$ cat src/rtl/core/tlbpt_pkg.sv
`timescale 1ns / 1ps
package tlbpt_pkg;
	localparam int TLB_ENTRIES    = 16;
	localparam int TLB_IDX_W      = $clog2(TLB_ENTRIES);
	localparam int PAGE_W         = 8;
	localparam int PAGE_COUNT     = 256;
	localparam int FRAME_W        = 8;
	localparam int FRAME_CAPACITY = 256;
	localparam int CNT_W          = 9;
	localparam int STAMP_W        = 32;

	typedef enum logic [2:0] {
		ST_IDLE,
		ST_LOOK,
		ST_SCAN,
		ST_PICK,
		ST_OUT
	} state_t;

	typedef struct packed {
		logic [FRAME_W-1:0] frame;
		logic               hit;
		logic               fault;
		logic               evict;
		logic [PAGE_W-1:0]  victim;
	} result_t;
endpackage

$ cat src/rtl/core/tlbpt_tlb.sv
`timescale 1ns / 1ps
// Fully associative TLB: FIFO fill and replacement, invalidation by tag.
module tlbpt_tlb (
	input  logic                         clk,
	input  logic                         arst_n,
	input  logic [tlbpt_pkg::PAGE_W-1:0]  lookup_page,
	output logic                         lookup_hit,
	output logic [tlbpt_pkg::FRAME_W-1:0] lookup_frame,
	input  logic                         install,
	input  logic [tlbpt_pkg::PAGE_W-1:0]  install_page,
	input  logic [tlbpt_pkg::FRAME_W-1:0] install_frame,
	input  logic                         inval,
	input  logic [tlbpt_pkg::PAGE_W-1:0]  inval_page
);
	logic [tlbpt_pkg::PAGE_W-1:0]  tag_q   [tlbpt_pkg::TLB_ENTRIES];
	logic [tlbpt_pkg::FRAME_W-1:0] frm_q   [tlbpt_pkg::TLB_ENTRIES];
	logic [tlbpt_pkg::TLB_ENTRIES-1:0] valid_q;
	logic [tlbpt_pkg::TLB_ENTRIES-1:0] valid_d;
	logic [tlbpt_pkg::TLB_IDX_W:0]   fill_q;
	logic [tlbpt_pkg::TLB_IDX_W-1:0] ptr_q;
	logic [tlbpt_pkg::TLB_IDX_W-1:0] slot;
	logic                            full;

	always_comb begin
		lookup_hit   = 1'b0;
		lookup_frame = '0;
		for (int i = tlbpt_pkg::TLB_ENTRIES - 1; i >= 0; i--) begin
			if (valid_q[i] && tag_q[i] == lookup_page) begin
				lookup_hit   = 1'b1;
				lookup_frame = frm_q[i];
			end
		end
	end

	assign full = fill_q[tlbpt_pkg::TLB_IDX_W];
	assign slot = full ? ptr_q : fill_q[tlbpt_pkg::TLB_IDX_W-1:0];

	// invalidation first, then the new entry (victim and new page always differ)
	always_comb begin
		valid_d = valid_q;
		if (inval) begin
			for (int i = 0; i < tlbpt_pkg::TLB_ENTRIES; i++) begin
				if (tag_q[i] == inval_page) valid_d[i] = 1'b0;
			end
		end
		if (install) valid_d[slot] = 1'b1;
	end

	always_ff @(posedge clk or negedge arst_n) begin
		if (!arst_n) begin
			valid_q <= '0;
			fill_q  <= '0;
			ptr_q   <= '0;
		end else begin
			valid_q <= valid_d;
			if (install) begin
				if (full) ptr_q <= ptr_q + 1'b1;
				else fill_q <= fill_q + 1'b1;
			end
		end
	end

	always_ff @(posedge clk) begin
		if (install) begin
			tag_q[slot] <= install_page;
			frm_q[slot] <= install_frame;
		end
	end

	assert property (@(posedge clk) disable iff (!arst_n)
		install |=> tag_q[$past(slot)] == $past(install_page))
		else $error("installed tag lost");
	assert property (@(posedge clk) disable iff (!arst_n)
		fill_q <= tlbpt_pkg::TLB_ENTRIES) else $error("tlb fill overflow");
	assert property (@(posedge clk) disable iff (!arst_n)
		install |=> valid_q[$past(slot)]) else $error("installed slot not valid");
endmodule

$ cat config.mk
export PLATFORM = sky130hd
export DESIGN_NAME = tlbpt_tlb
export DESIGN_NICKNAME = d
export VERILOG_FILES = /design/src/rtl/core/tlbpt_pkg.sv /design/src/rtl/core/tlbpt_tlb.sv
export SDC_FILE = /design/constraint.sdc
export NUM_CORES = 1
export LEC_CHECK = 0
export BUFFER_PORTS_ARGS = -buffer_cell sky130_fd_sc_hd__clkbuf_2
export CAP_MARGIN = 5
export CORE_MARGIN = 2
export CORE_UTILIZATION = 62
export CTS_CLUSTER_SIZE = 28
export DETAILED_ROUTE_END_ITERATION = 16
export GPL_ROUTABILITY_DRIVEN = 0
export PLACE_DENSITY = 0.8
export SYNTH_ARGS = -nofsm -noshare
export SYNTH_HDL_FRONTEND = slang
export SYNTH_SLANG_ARGS = --single-unit
$ cat constraint.sdc
create_clock -name clk -period 3.14 [get_ports clk]
set_input_delay 0.314 -clock clk [delete_from_list [all_inputs] [get_ports clk]]
set_output_delay 0.314 -clock clk [all_outputs]
set_load 0.05 [all_outputs]
==> out/qor.csv <==
stage;metric;value;unit
status;status;finished, violations left;
status;failing checks;setup timing;
routing;# DRC;0;
sta;Setup violations, final;2;
critical_path;startpoint types;flip-flop;
sta;max_slew headroom;44.9;%
logic_synthesis;Mapped Area;13300;µm²
grt;GRT Total Usage;29.4;%
clock_network;htree depth;1;
clock_network;Bufs on Longest Clock Path;3;
grt;initial antenna violation count;0;
floorplan;Starting Density;63.2;%
floorplan;Die Footprint;22700;µm²
clock_network;Inserted Clock Buffers;29;
sta;skew final;0.00854;ns
clock_network;Reg clk slew, reported paths;0.06;ns
critical_path;WP data arrival;2.89;ns
finish;fraction of layout cells with a size suffix above 1;22.0;%
logic_synthesis;sequential fraction of the synthesis area;62.4;%
floorplan;Placement Rows;53;
grt;vias in the first global route;8561;
power_and_ir_drop;Leak Pwr;5.45;nW
critical_path;critical-path maximum fanout;7;
logic_synthesis;FF+latch count, synth;281;
routing;Routed WL;33300;µm
min_path;worst hold stages;3;
floorplan;core area;21100;µm²
routing;1st-iter DRT viols;892;
clock_network;CTS tree;built;
logic_synthesis;post-synth net total;1014;
critical_path;Reg2Reg Depth;5;
routing;DR vias;8635;
routing;DR pass1 iterations;5;
grt;largest net degree at the start of global routing;26;
critical_path;CP endpoint kind;output port;
clock_network;Sink Count;281;
clock_network;Root Buffer Master;clkbuf_16;
place;hpwl dp;20900;µm
finish;area grow syn2layout;17.0;%
critical_path;CP required;2.83;ns
job;max_cap viols;0;
finish;# diodes;0;
sta;Setup TNS;-0.103;ns
floorplan;Die Span Y;151;µm
place;IO Port Bufs;44;
sta;final hold vios;0;
floorplan;# IOs;45;
sta;PnR worst setup slack;-0.0592;ns
clock_network;Worst-Skew Late Latency;0.55;ns
sta;final period utilization;102;%
power_and_ir_drop;maximum vdd drop;551;µV
critical_path;critical path class;flip-flop to output port;
power_and_ir_drop;power density over the cells;652;nW/µm²
logic_synthesis;Avg Synthesized Cell Area;13.7;µm²
logic_synthesis;Synth Flop Type;edfxtp_1;
logic_synthesis;number of synthesized flops with an enable pin;256;
sta;Pins Over Slew Limit;0;
logic_synthesis;yosys synthesis warning count;0;
sta;actual slew at the worst max-slew pin;0.822;ns
logic_synthesis;FFs w/ async S/R, synth;8.90;%
routing;Post-DRT Antenna Nets;0;
min_path;Hold Crit Class;input pin to flip-flop;
grt;GRT overflow;0;
sta;RSZ-0062 raised after global routing;yes;
finish;NumNets Final;1124;
grt;global-route wire length before repair;48900;µm
sta;f_max;313;MHz
routing;WL/cell;24.1;µm
finish;Util after Layout;73.9;%
floorplan;Die X;151;µm
logic_synthesis;post-synth cell types;66;
routing;Vias/cell;6.24;
logic_synthesis;Synth Instances;976;
sta;Final Critical Period;3.20;ns
## per-layer routing
layer	routed length (µm)	vias to the layer above	part of all wire [%]	global-route usage, %
met4	1330	0	4.0	10.6
met1	12900	4199	39	39.5
met5	0	-	0	0
li1	-	3845	-	-
met2	16100	492	48	49.1
met3	3020	99	9.0	4.76
## synthesized netlist by cell type, types with 2 or more instances
library cell	number	share of area, %
mux2_2	2	0.17
buf_8	4	0.45
nand2b_1	5	0.23
edfxtp_1	256	58
nand2_2	2	0.094
o22ai_1	3	0.14
o211ai_1	2	0.11
inv_1	16	0.45
o21ai_0	21	0.79
or3_1	10	0.47
buf_1	6	0.17
a31oi_1	7	0.33
o21ai_1	9	0.34
nor4_1	22	1.0
a22o_1	6	0.39
o41ai_1	15	0.99
nor2_1	36	1.0
buf_2	5	0.19
nand3_1	43	1.6
xnor2_2	7	0.85
a221oi_1	12	0.79
nand2_1	50	1.4
xnor2_1	122	8.0
o31ai_1	4	0.23
and3_1	4	0.19
a22oi_1	2	0.11
nor3b_1	2	0.11
nand3_2	2	0.15
buf_6	13	1.1
nor3_4	3	0.37
o21a_1	2	0.11
o221ai_1	13	0.85
nor3_2	6	0.45
xor2_1	133	8.7
ha_1	2	0.19
a211oi_1	6	0.34
nor3_1	20	0.75
dfrtp_1	25	4.7
a21oi_1	16	0.60
clkbuf_1	17	0.48
nand4_1	19	0.89
nand3b_1	2	0.11
## flip-flops by register name (all words and copies together), names as in the netlist
name / flops
frm_q: 128
tag_q: 128
valid_q: 16
fill_q: 5
ptr_q: 4
## stage by stage
step | total power [W] | setup WS [ns] | cells | area [µm²] | hold slack [ns]
2_1_floorplan | 0.00603 | 0.353 | 976 | 13300 | 0.0184
3_3_place_gp | 0.00659 | 0.120 | 1317 | 14200 | 0.403
6_report | 0.0102 | -0.0592 | 1384 | 15600 | 0.126
3_5_place_dp | 0.00666 | 0.0922 | 1317 | 14200 | 0.412
5_1_grt | 0.0105 | -0.203 | 1384 | 15600 | 0.157
4_1_cts | 0.0101 | -0.00466 | 1373 | 15300 | 0.121
## worst paths after layout
| check | to | start | slack (ns) |
|---|---|---|---|
| worst max register to register | frm_q[15][1] | fill_q[4] | 0.75 |
| worst min-delay path | fill_q[3] | install | 0.13 |
| max in group asynchronous | valid_q[8] | arst_n | 2.31 |
| worst max-delay path | lookup_frame[7] | tag_q[14][7] | -0.06 |
| min in group asynchronous | valid_q[2] | arst_n | 0.35 |
| worst min register to register | valid_q[2] | valid_q[2] | 0.51 |
## cells by family (layout without fill, tap and decap cells)
logic type | Yosys count | count (layout) | synth area share, %
compound gates | 131 | 131 | 7.10
xor+xnor | 262 | 262 | 17.6
fa+ha+maj | 2 | 2 | 0.188
buf+inv | 61 | 193 | 2.84
flops | 281 | 281 | 62.4
mux | 2 | 2 | 0.169
simple gates | 237 | 238 | 9.72
## final cells by class
| cell class | count | area, µm² |
|---|---|---|
| clock buffer | 38 | 779 |
| timing repair buffer | 123 | 992 |
| inverter | 16 | 60.1 |
| tap | 275 | 344 |
| sequential | 281 | 8310 |
| fill | 1314 | 5500 |
| clock inverter | 16 | 195 |
| multi-input combinational | 635 | 4910 |
## placed cells by master (no fill, tap or decap), drive strengths merged, types with 2 or more instances in the layout
cell type,instances
a211oi,7
a21oi,16
a221oi,12
a22o,6
a22oi,2
a31oi,7
and3,4
buf,86
bufinv,4
clkbuf,74
clkinv,6
clkinvlp,4
dfrtp,25
edfxtp,256
ha,2
inv,18
mux2,2
nand2,53
nand2b,5
nand3,45
nand3b,2
nand4,20
nor2,39
nor3,29
nor3b,2
nor4,22
o211ai,3
o21a,2
o21ai,30
o221ai,13
o22ai,3
o31ai,4
o41ai,15
or3,11
xnor2,129
xor2,133
## critical path: stages, from the launching register on
cell and delay (ns):
edfxtp_1 0.41, xnor2_1 0.18, nand4_1 0.23, nor3_4 0.24, and2b_4 0.26, a221oi_1 0.31, nor3_1 0.11, o21ai_1 0.29
a21oi_2 0.13, buf_12 0.17
## power by group
group / switching (W) / internal [W] / total, W
sequential: 0.000357 / 0.00464 / 0.00500
clock: 0.00140 / 0.00208 / 0.00348
combinational: 0.00105 / 0.000633 / 0.00168
total: 0.00281 / 0.00736 / 0.0102
## what timing repair did
action,CTS,global route
cloned,0,1
hold buffers,1,0
buffers inserted,1,10
hold endpoints to repair,25,0
setup endpoints to repair,8,9
pin swaps,8,14
resized for setup,16,41
(Power assumes the default switching activity.)
